<file path="config.mk">
export PLATFORM = sky130hd
export DESIGN_NAME = amps_lane
export DESIGN_NICKNAME = d
export VERILOG_FILES = /design/src/hdl/amps_pkg.sv /design/src/hdl/amps_lane.sv
export SDC_FILE = /design/constraint.sdc
export NUM_CORES = 1
export LEC_CHECK = 0
export BUFFER_PORTS_ARGS = -buffer_cell sky130_fd_sc_hd__clkbuf_2
export CORE_MARGIN = 3
export CORE_UTILIZATION = 63
export DETAILED_ROUTE_END_ITERATION = 8
export HOLD_SLACK_MARGIN = 0.15
export PLACE_DENSITY = 0.93
export SETUP_SLACK_MARGIN = 0.2
export SLEW_MARGIN = 20
export SYNTH_ARGS = -nofsm -noshare
export SYNTH_HDL_FRONTEND = slang
export SYNTH_SLANG_ARGS = --single-unit
</file>
<file path="constraint.sdc">
create_clock -name clk -period 7.1 [get_ports clk]
set_input_delay 0.355 -clock clk [delete_from_list [all_inputs] [get_ports clk]]
set_output_delay 0.355 -clock clk [all_outputs]
set_load 0.005 [all_outputs]
</file>
<file path="src/hdl/amps_pkg.sv">
// Package for the periodic-saturation affine multiply-accumulate block.
// Holds transaction structs, register index codes and accumulator constants.
// No dependencies; every other file imports it.
package amps_pkg;

	localparam int LANES = 8;
	localparam int GROUP_SIZE = 16;
	localparam int ELEM_W = $clog2(GROUP_SIZE);
	localparam int VCOUNT_W = 4;
	localparam int INTERVAL_W = 13;
	localparam int CFG_W = 13;
	localparam int CFG_IDX_W = 1;
	localparam int PROD_W = 24;
	// Sums stay below 2^41 in magnitude because a clamp comes at least every
	// 8191 groups; 48 bits leave margin.
	localparam int ACC_W = 48;

	localparam logic [CFG_IDX_W-1:0] REG_VECTOR_COUNT = 1'd0;
	localparam logic [CFG_IDX_W-1:0] REG_SAT_INTERVAL = 1'd1;

	localparam logic signed [ACC_W-1:0] ACC_I32_MAX = {{(ACC_W-32){1'b0}}, 32'h7fffffff};
	localparam logic signed [ACC_W-1:0] ACC_I32_MIN = {{(ACC_W-32){1'b1}}, 32'h80000000};

	typedef struct packed {
		logic               row_first;
		logic signed [31:0] row_bias;
		logic signed [15:0] weight;
		logic signed [7:0]  in_lane0;
		logic signed [7:0]  in_lane1;
		logic signed [7:0]  in_lane2;
		logic signed [7:0]  in_lane3;
		logic signed [7:0]  in_lane4;
		logic signed [7:0]  in_lane5;
		logic signed [7:0]  in_lane6;
		logic signed [7:0]  in_lane7;
		logic               row_last;
	} amps_in_t;

	typedef struct packed {
		logic signed [31:0] out_lane0;
		logic signed [31:0] out_lane1;
		logic signed [31:0] out_lane2;
		logic signed [31:0] out_lane3;
		logic signed [31:0] out_lane4;
		logic signed [31:0] out_lane5;
		logic signed [31:0] out_lane6;
		logic signed [31:0] out_lane7;
		logic [31:0]        saturation_total;
	} amps_out_t;

	// Per-cycle accumulate command from the group sequencer to the lanes.
	typedef struct packed {
		logic step;
		logic first;
		logic clamp;
	} amps_step_t;

endpackage

</file>
<file path="src/hdl/amps_lane.sv">
// One lane: registered weight times input product, then the accumulator with
// bias load and clamp to the signed 32-bit range. Depends on amps_pkg.
module amps_lane
	import amps_pkg::*;
(
	input  logic               clk,
	input  logic               arst_n,
	input  logic               load,
	input  logic signed [15:0] weight,
	input  logic signed [7:0]  x,
	input  logic signed [31:0] bias,
	input  logic               active,
	input  amps_step_t         cmd,
	output logic signed [31:0] sum_sat,
	output logic               clamp_evt
);

	logic signed [PROD_W-1:0] prod_s2;
	logic signed [ACC_W-1:0]  acc_q;
	logic signed [ACC_W-1:0]  base;
	logic signed [ACC_W-1:0]  sum;
	logic signed [ACC_W-1:0]  sat;
	logic                     over_hi;
	logic                     over_lo;

	// Product stage.
	always_ff @(posedge clk) begin
		if (load) begin
			prod_s2 <= weight * x;
		end
	end

	// Accumulate, then clamp when the sequencer asks for it.
	always_comb begin
		base    = cmd.first ? {{(ACC_W-32){bias[31]}}, bias} : acc_q;
		sum     = base + {{(ACC_W-PROD_W){prod_s2[PROD_W-1]}}, prod_s2};
		over_hi = (sum > ACC_I32_MAX);
		over_lo = (sum < ACC_I32_MIN);
		if (over_hi) begin
			sat = ACC_I32_MAX;
		end else if (over_lo) begin
			sat = ACC_I32_MIN;
		end else begin
			sat = sum;
		end
	end

	always_ff @(posedge clk or negedge arst_n) begin
		if (!arst_n) begin
			acc_q <= '0;
		end else if (cmd.step && active) begin
			acc_q <= cmd.clamp ? sat : sum;
		end
	end

	assign sum_sat   = sat[31:0];
	assign clamp_evt = cmd.step && active && cmd.clamp && (over_hi || over_lo);

endmodule

</file>
==> out/summary.txt <==
Outcome = finished, final reports clean
Worst slew pin tran = 1.15 ns
Final WL = 28.7 mm
Yosys reg bits = 72
Hold Vio Cnt, Final = 0
Residual DRC = 0
Post-DR wirelength/cell = 18.6 microns
Worst flop-to-flop path startpoint = prod_s2[23]$_DFFE_PP_
RePlAce Congestion = 1.01
CTS H-tree depth = 3
First-pass GRT wire length = 46.8 mm
Ports = 96
Fmax = 0.152 GHz
Mapped Avg Cell Area = 8.70 sq um
Fin crit period = 6.59 ns
Syn nets = 1,519
Synth top cells by count = inv_1 (149), nand2_1 (114), fa_1 (104), ha_1 (93), and2_1 (88)
Die area = 0.0190 sq mm
Critical Path End = sum_sat[10]
Total core area = 0.0168 sq mm
Fin Hold WS = 0.126 ns
Setup-failing EPs final = 0
R2R depth = 16
Post-CTS Setup Bufs = 0
HP Class = in2async
Critical path arrival = 6.24 ns
Pre-antenna DRT Iters = 5
Post-synth top area share = 0.190
Clock Tree Root = clkbuf_16
Yosys cell types = 68
Critical path launch point type = input port
Antenna violations before repair = 1
Post-synthesis sequential area ratio = 0.176
Synthesized area = 0.0109 sq mm
Setup Skew = 0.00836 ns
Clk sinks = 72
Post-CTS Hold Buffers = 0
Relative slew slack = 0.232
CP endpoint kind = output pin
Core Rows = 47
Dpl ws = 0.733 ns
Most common cell in the synthesized netlist = inv_1
Critical Path Fanout Max = 28
Starting Density = 0.651
DRT antenna net count = 0
Die span in x = 138 microns
Clock transition at path regs = 0.06 ns
Vias in the first global route = 9,805
Share of layout cells above drive strength 1 = 0.130
Largest area contributor in the netlist = fa_1
DP Wirelength = 22.4 mm
R2r setup slk = 1.05 ns
Max Buffers Root-to-Sink = 2
Total Neg Setup Slack = 0 ns
Num CTS Buffers = 9
CTS tree = done
Total GRT Usage = 0.308
Largest net degree at the start of global routing = 59
Die H = 138 microns
Max-Cap Viols = 0
Setup slack after layout = 0.506 ns
DR vias = 9,797
Async SR Flop Fraction = 0.667
Synth Warn # = 0
EDFF count, synth = 24
P&R area growth vs syn = 8.41%
Worst skew pair latency = 0.34 ns
DRT iter0 DRCs = 955
Critical path type = in2out
Period utilization = 0.929
Largest cells by area after synthesis = fa_1 (19%), dfrtp_1 (11%), ha_1 (11%), edfxtp_1 (6.6%), inv_1 (5.1%)
Main synth FF type = dfrtp_1
Synth Instances = 1,259
Port Buffer Count = 95
Worst Setup SP = cmd[1]
Capturing point of the worst reg2reg path = acc_q[21]$_DFFE_PN0P_
Post_cts resized = 0
Max Slew Vio Count = 0
Grt total ovfl = 0
Worst path required time = 6.74 ns
FILL cells = 1,266
RSZ-0062 raised after global routing = no
Inst Count DP = 1,530
Finished Layout Cells = 1,547
Final net count = 1,581
Vias/cell = 6.33
[how the worst min path moves through the flow]
stage	startpoint	to	slack, ns	cells past startpoint
floorplan	arst_n	acc_q[0]$_DFFE_PN0P_	0.06	0
global placement	acc_q[8]$_DFFE_PN0P_	acc_q[8]$_DFFE_PN0P_	0.46	2
detailed placement	acc_q[28]$_DFFE_PN0P_	acc_q[28]$_DFFE_PN0P_	0.47	2
CTS	arst_n	acc_q[30]$_DFFE_PN0P_	0.16	2
global route	arst_n	acc_q[34]$_DFFE_PN0P_	0.19	2
finish	arst_n	acc_q[30]$_DFFE_PN0P_	0.13	2
[state kept, by name, summed over array words and instances (netlist names)]
register / flops
acc_q: 48
prod_s2: 24
[worst max-delay path, cell delays in order]
cell and delay [ns]:
clkbuf_2 0.43, buf_4 0.44, mux2_2 0.38, ha_1 0.40, a21o_1 0.25, o21bai_1 0.20, a2111o_1 0.43, a211oi_4 0.32
a21o_1 0.31, o22ai_1 0.12, o21ai_0 0.32, xnor2_1 0.25, nor4_1 0.43, nand3_1 0.15, ha_1 0.52, buf_4 0.30
o21ai_0 0.41, clkbuf_2 0.20
[final cells by class]
class | instances | area [sq um] | area share
diodes | 1 | 2.50 | 0.000211
clock buffers | 9 | 225 | 0.0190
clock inverters | 7 | 95.1 | 0.00801
inverters | 149 | 559 | 0.0471
multi-input cells | 987 | 8250 | 0.695
flip-flops and latches | 72 | 1920 | 0.162
well taps | 220 | 275 | 0.0232
repair buffers | 102 | 541 | 0.0455
[stage by stage]
step	util	area (sq um)
floorplan	-	10900
global placement	0.687	11500
detailed placement	0.687	11500
CTS	0.706	11900
global route	0.706	11900
finish	0.706	11900
[kinds of logic after synthesis]
group | Yosys count | share of synthesized area
compound gates | 325 | 0.201
xor+xnor | 58 | 0.0464
fa+ha+maj | 197 | 0.296
buf+inv | 200 | 0.0710
flops | 72 | 0.176
mux | 34 | 0.0347
simple gates | 373 | 0.175
[cells in the final DEF, fill, tap and decap left out, types with 6 or more instances in the layout]
master,count
nor4_1,9
and2_1,88
nand3_1,20
o31ai_1,6
o221ai_1,30
o21bai_1,14
o22ai_1,17
xnor2_1,39
xor2_1,19
o211ai_1,8
clkbuf_16,9
nor2_2,9
nand4_1,9
buf_4,6
or3_1,6
o21a_1,11
nor2_1,47
nand2_1,114
ha_1,93
clkbuf_2,95
a21oi_1,71
and3_1,12
a211oi_1,12
fa_1,104
mux2_2,32
nor3_1,19
a21o_1,34
o21ai_0,72
nand2b_1,21
inv_1,149
dfrtp_1,48
edfxtp_1,24
[layer usage]
metal / up-vias / GRT usage / wire [microns]
li1: 4507 / - / -
met1: 4738 / 0.389 / 11400
met2: 449 / 0.537 / 14200
met3: 101 / 0.0383 / 1940
met4: 2 / 0.124 / 1190
met5: - / 0 / 13
Power is not shown: default switching activity piles up to over one toggle a cycle in this logic, so the estimate is an artifact.
