File: config.mk
export PLATFORM = sky130hd
export DESIGN_NAME = amps_ctrl
export DESIGN_NICKNAME = d
export VERILOG_FILES = /design/src/hdl/amps_pkg.sv /design/src/hdl/amps_ctrl.sv
export SDC_FILE = /design/constraint.sdc
export NUM_CORES = 1
export LEC_CHECK = 0
export ABC_CLOCK_PERIOD_IN_PS = 5500
export BUFFER_PORTS_ARGS = -buffer_cell sky130_fd_sc_hd__clkbuf_2
export CAP_MARGIN = 30
export CORE_ASPECT_RATIO = 0.7
export CORE_MARGIN = 10
export CORE_UTILIZATION = 50
export CTS_CLUSTER_SIZE = 30
export DETAILED_ROUTE_END_ITERATION = 10
export GPL_ROUTABILITY_DRIVEN = 0
export PLACE_DENSITY_LB_ADDON = 0.12
export SYNTH_ARGS = -nofsm -noshare
export SYNTH_HDL_FRONTEND = slang
export SYNTH_SLANG_ARGS = --single-unit
File: constraint.sdc
create_clock -name clk -period 5.5 [get_ports clk]
set_input_delay 0.55 -clock clk [delete_from_list [all_inputs] [get_ports clk]]
set_output_delay 0.55 -clock clk [all_outputs]
set_load 0.005 [all_outputs]
File: src/hdl/amps_pkg.sv
// Package for the periodic-saturation affine multiply-accumulate block.
// Holds transaction structs, register index codes and accumulator constants.
// No dependencies; every other file imports it.
package amps_pkg;

	localparam int LANES = 8;
	localparam int GROUP_SIZE = 16;
	localparam int ELEM_W = $clog2(GROUP_SIZE);
	localparam int VCOUNT_W = 4;
	localparam int INTERVAL_W = 13;
	localparam int CFG_W = 13;
	localparam int CFG_IDX_W = 1;
	localparam int PROD_W = 24;
	// Sums stay below 2^41 in magnitude because a clamp comes at least every
	// 8191 groups; 48 bits leave margin.
	localparam int ACC_W = 48;

	localparam logic [CFG_IDX_W-1:0] REG_VECTOR_COUNT = 1'd0;
	localparam logic [CFG_IDX_W-1:0] REG_SAT_INTERVAL = 1'd1;

	localparam logic signed [ACC_W-1:0] ACC_I32_MAX = {{(ACC_W-32){1'b0}}, 32'h7fffffff};
	localparam logic signed [ACC_W-1:0] ACC_I32_MIN = {{(ACC_W-32){1'b1}}, 32'h80000000};

	typedef struct packed {
		logic               row_first;
		logic signed [31:0] row_bias;
		logic signed [15:0] weight;
		logic signed [7:0]  in_lane0;
		logic signed [7:0]  in_lane1;
		logic signed [7:0]  in_lane2;
		logic signed [7:0]  in_lane3;
		logic signed [7:0]  in_lane4;
		logic signed [7:0]  in_lane5;
		logic signed [7:0]  in_lane6;
		logic signed [7:0]  in_lane7;
		logic               row_last;
	} amps_in_t;

	typedef struct packed {
		logic signed [31:0] out_lane0;
		logic signed [31:0] out_lane1;
		logic signed [31:0] out_lane2;
		logic signed [31:0] out_lane3;
		logic signed [31:0] out_lane4;
		logic signed [31:0] out_lane5;
		logic signed [31:0] out_lane6;
		logic signed [31:0] out_lane7;
		logic [31:0]        saturation_total;
	} amps_out_t;

	// Per-cycle accumulate command from the group sequencer to the lanes.
	typedef struct packed {
		logic step;
		logic first;
		logic clamp;
	} amps_step_t;

endpackage

File: src/hdl/amps_ctrl.sv
// Group sequencer: counts elements per group and groups since the last clamp.
// Issues the accumulate command to the lanes. Depends on amps_pkg.
module amps_ctrl
	import amps_pkg::*;
(
	input  logic                  clk,
	input  logic                  arst_n,
	input  logic                  step,
	input  logic                  first,
	input  logic                  last,
	input  logic [INTERVAL_W-1:0] interval,
	output amps_step_t            cmd
);

	logic [ELEM_W-1:0]     elem_q;
	logic [INTERVAL_W-1:0] groups_q;
	logic [ELEM_W-1:0]     elem_base;
	logic [INTERVAL_W-1:0] groups_base;
	logic [INTERVAL_W:0]   groups_inc;
	logic [INTERVAL_W-1:0] interval_eff;
	logic                  group_end;
	logic                  interval_hit;
	logic [ELEM_W-1:0]     elem_next;
	logic [INTERVAL_W-1:0] groups_next;

	// An interval of zero acts as one group.
	assign interval_eff = (interval == '0) ? INTERVAL_W'(1) : interval;

	// A new row restarts both counters before this element is counted.
	always_comb begin
		elem_base    = first ? '0 : elem_q;
		groups_base  = first ? '0 : groups_q;
		group_end    = (elem_base == ELEM_W'(GROUP_SIZE - 1));
		groups_inc   = {1'b0, groups_base} + (INTERVAL_W+1)'(1);
		interval_hit = group_end && (groups_inc >= {1'b0, interval_eff});
		elem_next    = elem_base + ELEM_W'(1);
		groups_next  = groups_base;
		if (group_end) begin
			groups_next = interval_hit ? '0 : groups_inc[INTERVAL_W-1:0];
		end
		if (last) begin
			elem_next   = '0;
			groups_next = '0;
		end
	end

	always_ff @(posedge clk or negedge arst_n) begin
		if (!arst_n) begin
			elem_q   <= '0;
			groups_q <= '0;
		end else if (step) begin
			elem_q   <= elem_next;
			groups_q <= groups_next;
		end
	end

	// The end-of-row clamp and an interval clamp in the same element act once.
	assign cmd.step  = step;
	assign cmd.first = first;
	assign cmd.clamp = interval_hit || last;

endmodule

==> reports/metrics.json, run 1 <==
{
  "status": {
    "outcome": "finished clean"
  },
  "place": {
    "dpl.cell_count": 234,
    "place_ws_ns": 1.078,
    "hpwlAfterDp_um": 3298,
    "place.port_buffers": 20
  },
  "clocking": {
    "clk_path_buf_depth": 2,
    "clock-sinks": 17,
    "cts_inserted_buffers": 3,
    "htree_levels": 1,
    "tritoncts": "done",
    "post_cts_hold_buffer_count": 0,
    "buffer_cell_driving_the_clock_tree_root": "clkbuf_8",
    "cts.clk_slew.worst_paths_ns": 0.07,
    "cts_setup_buffers": 0,
    "clk_latency_ns": 0.26,
    "ctsResizeCount": 0
  },
  "detailed_routing": {
    "detail-route-antenna-nets": 0,
    "drc": 0,
    "initialDrtViolationCount": 137,
    "routed_wire_length_per_instance_um": 17.46,
    "firstDrtPassIters": 4,
    "via_count": 1469,
    "per_cell_via_count_in_the_routed_design": 6.172,
    "wl_um": 4155
  },
  "logic_synthesis": {
    "top_area_cells_in_the_synthesized_netlist": "dfrtp_1, ha_1, inv_1",
    "postSynthNetCount": 220,
    "synth.avg_cell_area_um2": 8.297,
    "synth_edf_count": 0,
    "ys.flop_type": "dfrtp_1",
    "yosysTopAreaCell": "dfrtp_1",
    "syn_inst": 187,
    "synth.lib_cells_used.distinct": 42,
    "synthDominantCellAreaShare_pct": 27.42,
    "async_sr_flop_fraction_pct": 100.0,
    "postSynthRegisterBits": 17,
    "post_synth_instance_area_mm2": 0.001551,
    "synth.yosys.warnings": 0,
    "synth-seq-area-share_pct": 27.42
  },
  "worst_setup_path": {
    "worst-path-buf-inv": 2,
    "timing.reg2reg.setup_slack_ns": 1.89,
    "critical_path_arrival_ns": 3.88,
    "crit_path_end_kind": "output port",
    "timing.critical_path.from_type": "primary input",
    "reg2regPathDepth": 14,
    "critPathSlowestCell": "nor4b_1",
    "critPathRequiredTime_ns": 4.95,
    "timing.critical_path.cells": "clkbuf_2 > nor2_1 > ha_1 > nand2_1 > nor4b_1 > nand4_1 > xor2_1 > nor2_1 > ha_1 > a21oi_1 > or3b_1 > o22ai_1 > nor2_1 > clkbuf_2",
    "timing.critical_path.mode_cell": "nor2_1",
    "reg2reg_from": "groups_q[0]",
    "timing.critical_path.max_delay_family": "simple AND/OR/NAND/NOR gates",
    "worst_path_largest_cell_delay_ns": 0.53,
    "rr_endpoint": "groups_q[11]",
    "cp_max_fo": 24,
    "critical_path_class": "in2out"
  },
  "global_routing": {
    "vias_in_the_first_global_route": 1441,
    "groute.usage.overall_pct": 14.79,
    "pin_count_of_the_biggest_net_entering_global_routing": 25,
    "grt_antenna_before_repair": 0,
    "first_pass_grt_wire_length_um": 7058,
    "overflow": 0
  },
  "pwr": {
    "peakVddDrop_uv": 76.04,
    "cellPowerDensity_mw_per_mm2": 156.1,
    "p_leak_nw": 0.8211
  },
  "min_path": {
    "holdCritPathClass": "in2async"
  },
  "timing": {
    "finalSetupViolCount": 0,
    "setup_total_negative_slack_ns": 0,
    "report.final.hold_viol_count": 0,
    "fin_crit_ns": 4.431,
    "finalClockSkew_ns": 0.003019,
    "min_period_over_period_pct": 80.56,
    "worst-slew-pin-transition_ns": 0.8324,
    "unrepaired_setup_endpoints_after_global_routing": "no",
    "fmax_mhz": 225.7,
    "minimum_setup_slack_in_the_final_design_ns": 1.069,
    "slew-limit-headroom_pct": 44.03,
    "slew_violations": 0
  },
  "floorplan": {
    "initial_core_util_pct": 53.82,
    "floorplan.rows": 16,
    "core-area_mm2": 0.002883,
    "floorplan.io_pins": 21,
    "die_area_mm2": 0.005767,
    "fp.dieW_um": 86.58,
    "die-height_um": 66.61
  },
  "final_layout": {
    "antenna_cells": 0,
    "fillerInstances": 269,
    "drive_gt1_share_pct": 15.35,
    "final_nets": 236,
    "syn_to_final_growth_pct": 8.710,
    "final_cell_count_no_fill": 238
  },
  "run": {
    "cap_viol_max_count": 0
  }
}
[cell usage in the layout, fill, tap and decap left out, types with 2 or more instances in the layout]
cell,netlist,routed
inv_1,21,21
a41oi_1,2,2
clkbuf_2,0,20
o2111ai_1,2,2
nor2_1,16,16
a21oi_1,5,5
a211oi_1,3,3
a31o_2,2,2
xnor2_1,8,8
nand2_1,10,10
clkbuf_8,0,3
dfrtp_1,17,17
nand3_1,9,9
ha_1,15,15
o22ai_1,4,4
o21ai_0,6,6
a32oi_1,2,2
and3_1,4,4
a22o_1,8,8
nor4_1,4,4
nand4_1,3,3
o211ai_1,2,2
nor2b_1,8,8
nor3_1,8,8
xor2_1,3,3
o21ai_1,2,2
[metrics by stage]
step	instance area (um^2)	total power, mW	hold WS, ns	utilization, %
2_1_floorplan	1551	0.1510	0.2544	-
3_3_place_gp	1640	0.1649	0.4988	56.90
3_5_place_dp	1640	0.1670	0.5177	56.90
4_1_cts	1687	0.2632	0.2431	58.51
5_1_grt	1687	0.2740	0.2619	58.51
6_report	1687	0.2634	0.2254	58.51
[cell type report]
class	instances	area, um^2	area share (%)
clock inverter	1	5.005	0.2967
sequential	17	425.4	25.22
multi-input combinational	140	991.0	58.75
tap	36	45.04	2.671
clock buffer	3	41.29	2.448
timing repair buffer	20	100.1	5.935
inverter	21	78.83	4.674
[flip-flops by register name, summed over array words and instances (netlist names)]
name	flops
groups_q	13
elem_q	4
[layer usage]
metal | part of all wire [%] | wire length [um] | GRT usage (%) | vias up
met2 | 41 | 1722 | 21.88 | 67
li1 | - | - | - | 710
met5 | 0 | 0 | 0 | -
met1 | 50 | 2060 | 22.00 | 683
met4 | 1.3 | 54 | 3.226 | 0
met3 | 7.7 | 318 | 1.823 | 9
[power by group]
part | internal (mW) | switching (mW)
logic | 0.0136 | 0.0233
clock network | 0.0504 | 0.0481
registers | 0.127 | 0.00132
total | 0.191 | 0.0727
[Yosys cell counts (all sizes together) (2+ instances only)]
master   count
o22ai        4
nand3        9
a22o         8
o21ai        8
clkbuf       4
a21oi        5
inv         21
nor2        17
nand2       10
nand4        3
o211ai       2
nor4         4
buf          5
o2111ai      2
xor2         3
nor2b        8
a31o         2
o32ai        2
a41oi        2
xnor2        8
nor3         8
a211oi       3
dfrtp       17
a32oi        2
and3         4
ha          15
[cells by family after synthesis]
group	after synthesis	share of synthesized area [%]
AO/OA/AOI/OAI	43	20.40
XOR/XNOR	11	6.210
adder cells (fa/ha/maj)	15	12.10
buffers and inverters	30	8.709
flip-flops	17	27.42
multiplexers	1	0.6452
AND/OR/NAND/NOR	70	24.52
[worst max path at each step]
| stage | startpoint | endpoint | cells after the start |
|---|---|---|---|
| after global placement | first | cmd[0] | 13 |
| after floorplan | first | cmd[0] | 14 |
| final | first | cmd[0] | 14 |
| after CTS | first | cmd[0] | 14 |
| after global routing | first | cmd[0] | 14 |
| after detailed placement | first | cmd[0] | 14 |
Note: power is estimated with default switching activity, not from simulation.
==> inputs of run 2 (changes only) <==
- ABC_CLOCK_PERIOD_IN_PS: 5500 -> 4200
- clock period: 5.5 -> 4.2 ns (I/O delays scaled with it)
==> run 2 against run 1 <==
- non-clock buffer count increased by 5
- critical path depth increased by 1
- count of clock-buffer cells in the layout unchanged
- first-iteration DRC count decreased by 11%
- wire length decreased by 3.1%
- largest cell class unchanged
==> reports/metrics.json, run 2 (synthesis results as in run 1) <==
{
  "final_layout": {
    "fillerInstances": {"value": 268, "change": "-0.37%"},
    "drive_gt1_share": {"value": 17.87, "unit": "%", "change": "+2.5 points"},
    "largest_reg_by_ff_count": "groups_q",
    "antenna_cells": {"value": 0, "change": "unchanged"},
    "final_cell_mix": "inv_1, clkbuf_2, dfrtp_1, nor2_1, ha_1",
    "largest_reg_flops": {"value": 13, "change": "unchanged"},
    "final_nets": {"value": 241, "change": "+2.1%"},
    "mostFrequentLayoutCell": "inv_1",
    "syn_to_final_growth_pct": 11.29,
    "top_regs": "groups_q (13), elem_q (4)"
  },
  "detailed_routing": {
    "detail-route-antenna-nets": {"value": 0, "change": "unchanged"},
    "wl": {"value": 4025, "unit": "um", "change": "-3.1%"},
    "routed_wire_length_per_instance": {"value": 16.56, "unit": "um", "change": "-5.1%"},
    "firstDrtPassIters": {"value": 4, "change": "unchanged"},
    "via_count": {"value": 1469, "change": "unchanged"},
    "drc": {"value": 0, "change": "unchanged"},
    "initialDrtViolationCount": {"value": 122, "change": "-11%"},
    "per_cell_via_count_in_the_routed_design": {"value": 6.045, "change": "-2.1%"}
  },
  "worst_setup_path": {
    "timing.reg2reg.setup_slack": {"value": 0.71, "unit": "ns", "change": "-1.18 ns"},
    "crit_path_end_kind": "output port",
    "critical_path_arrival": {"value": 3.50, "unit": "ns", "change": "-0.38 ns"},
    "critPathRequiredTime": {"value": 3.78, "unit": "ns", "change": "-1.17 ns"},
    "timing.critical_path.from_type": "flop",
    "cp_max_fo": {"value": 4, "change": "-83%"},
    "critical_path_class": "reg2out"
  },
  "floorplan": {
    "floorplan.rows": {"value": 16, "change": "unchanged"},
    "die_area": {"value": 0.005767, "unit": "mm^2", "change": "unchanged"},
    "fp.dieW": {"value": 86.58, "unit": "um", "change": "unchanged"},
    "floorplan.io_pins": {"value": 21, "change": "unchanged"},
    "die-height": {"value": 66.61, "unit": "um", "change": "unchanged"},
    "core-area": {"value": 0.002883, "unit": "mm^2", "change": "unchanged"},
    "initial_core_util": {"value": 53.82, "unit": "%", "change": "unchanged"}
  },
  "clocking": {
    "cts_inserted_buffers": {"value": 3, "change": "unchanged"},
    "tritoncts": "done",
    "clk_path_buf_depth": {"value": 2, "change": "unchanged"},
    "buffer_cell_driving_the_clock_tree_root": "clkbuf_8",
    "post_cts_hold_buffer_count": {"value": 0, "change": "unchanged"},
    "cts_setup_buffers": {"value": 0, "change": "unchanged"},
    "htree_levels": {"value": 1, "change": "unchanged"},
    "clock-sinks": {"value": 17, "change": "unchanged"},
    "ctsResizeCount": {"value": 0, "change": "unchanged"},
    "cts.clk_slew.worst_paths": {"value": 0.08, "unit": "ns", "change": "about the same"},
    "clk_latency": {"value": 0.26, "unit": "ns", "change": "about the same"}
  },
  "global_routing": {
    "pin_count_of_the_biggest_net_entering_global_routing": {"value": 18, "change": "-28%"},
    "overflow": {"value": 0, "change": "unchanged"},
    "grt_antenna_before_repair": {"value": 0, "change": "unchanged"},
    "first_pass_grt_wire_length": {"value": 6665, "unit": "um", "change": "-5.6%"},
    "vias_in_the_first_global_route": {"value": 1399, "change": "-2.9%"},
    "groute.usage.overall": {"value": 14.16, "unit": "%", "change": "-0.63 points"}
  },
  "timing": {
    "worst-slew-pin-transition": {"value": 0.9537, "unit": "ns", "change": "+0.1214 ns"},
    "unrepaired_setup_endpoints_after_global_routing": "no",
    "finalSetupViolCount": {"value": 0, "change": "unchanged"},
    "fin_crit_ns": 3.924,
    "setup_total_negative_slack": {"value": 0, "unit": "ns", "change": "unchanged"},
    "fmax_mhz": 254.8,
    "slew_violations": {"value": 0, "change": "unchanged"},
    "finalClockSkew": {"value": 0.006393, "unit": "ns", "change": "+0.003374 ns"},
    "slew-limit-headroom": {"value": 35.87, "unit": "%", "change": "-8.2 points"},
    "minimum_setup_slack_in_the_final_design": {"value": 0.2760, "unit": "ns", "change": "-0.7933 ns"},
    "min_period_over_period_pct": 93.43,
    "report.final.hold_viol_count": {"value": 0, "change": "unchanged"}
  },
  "status": {
    "outcome": "finished clean"
  },
  "run": {
    "cap_viol_max_count": {"value": 0, "change": "unchanged"}
  },
  "place": {
    "place_ws": {"value": 0.3905, "unit": "ns", "change": "-0.6880 ns"},
    "hpwlAfterDp": {"value": 3235, "unit": "um", "change": "-1.9%"},
    "place.port_buffers": {"value": 20, "change": "unchanged"}
  },
  "min_path": {
    "holdCritPathClass": "in2async"
  },
  "pwr": {
    "p_leak": {"value": 0.8446, "unit": "nW", "change": "+2.9%"},
    "cellPowerDensity": {"value": 201.8, "unit": "mW/mm^2", "change": "+29%"},
    "peakVddDrop": {"value": 92.64, "unit": "uV", "change": "+22%"}
  }
}
run 2: cell types whose count changed in the layout (fill, tap and decap cells not counted):
cell    delta
buf_4      +5
nor2_1     -1
nor2_2     +1
run 2: critical path, cell delays in order (launching register included):
cell and delay (ns):
dfrtp_1 0.41, inv_1 0.08, nor2_2 0.19, ha_1 0.25, nand2_1 0.11, nor4b_1 0.33
buf_4 0.18, nand4_1 0.12, xor2_1 0.17, nor2_1 0.06, ha_1 0.31, a21oi_1 0.24
or3b_1 0.38, o22ai_1 0.18, nor2_1 0.11, clkbuf_2 0.13
run 2: metrics by stage:
step / utilization (%) / total power [mW] / area, um^2 / hold WS, ns / cells
6_report: 59.90 / 0.3484 / 1727 / 0.08407 / 243
5_1_grt: 59.90 / 0.3667 / 1727 / 0.1105 / 243
4_1_cts: 59.81 / 0.3541 / 1724 / 0.1030 / 243
3_5_place_dp: 58.20 / 0.2208 / 1678 / 0.3916 / 239
3_3_place_gp: 58.20 / 0.2183 / 1678 / 0.3738 / 239
2_1_floorplan: - / 0.1978 / 1551 / 0.1244 / 187
run 2: path summary, 6_finish.rpt:
kind,startpoint,end,cells after the start
setup / recovery,groups_q[0],cmd[0],15
hold / removal,arst_n,elem_q[3],1
setup reg to reg,groups_q[0],groups_q[11],15
hold reg to reg,groups_q[7],groups_q[7],1
max in group asynchronous,arst_n,groups_q[7],1
min in group clk,last,elem_q[3],2
run 2: area by class of cell:
type,instances,area (um^2),area share [%]
multi-input combinational,140,993.5,57.54
sequential,17,425.4,24.64
clock inverter,1,5.005,0.2899
clock buffer,3,41.29,2.391
inverter,21,78.83,4.565
tap,36,45.04,2.609
timing repair buffer,25,137.6,7.971
run 2: power by group:
part	total [mW]	internal (mW)	switching, mW
Sequential	0.167	0.166	0.00166
Combinational	0.0503	0.0200	0.0303
Clock	0.131	0.0661	0.0646
run 2: layer usage:
layer | GRT usage, % | part of all wire (%) | vias up
met5 | 0 | 0 | -
met4 | 5.444 | 1.5 | 0
met3 | 2.673 | 7.1 | 6
met2 | 20.86 | 41 | 55
met1 | 19.79 | 50 | 691
li1 | - | - | 717
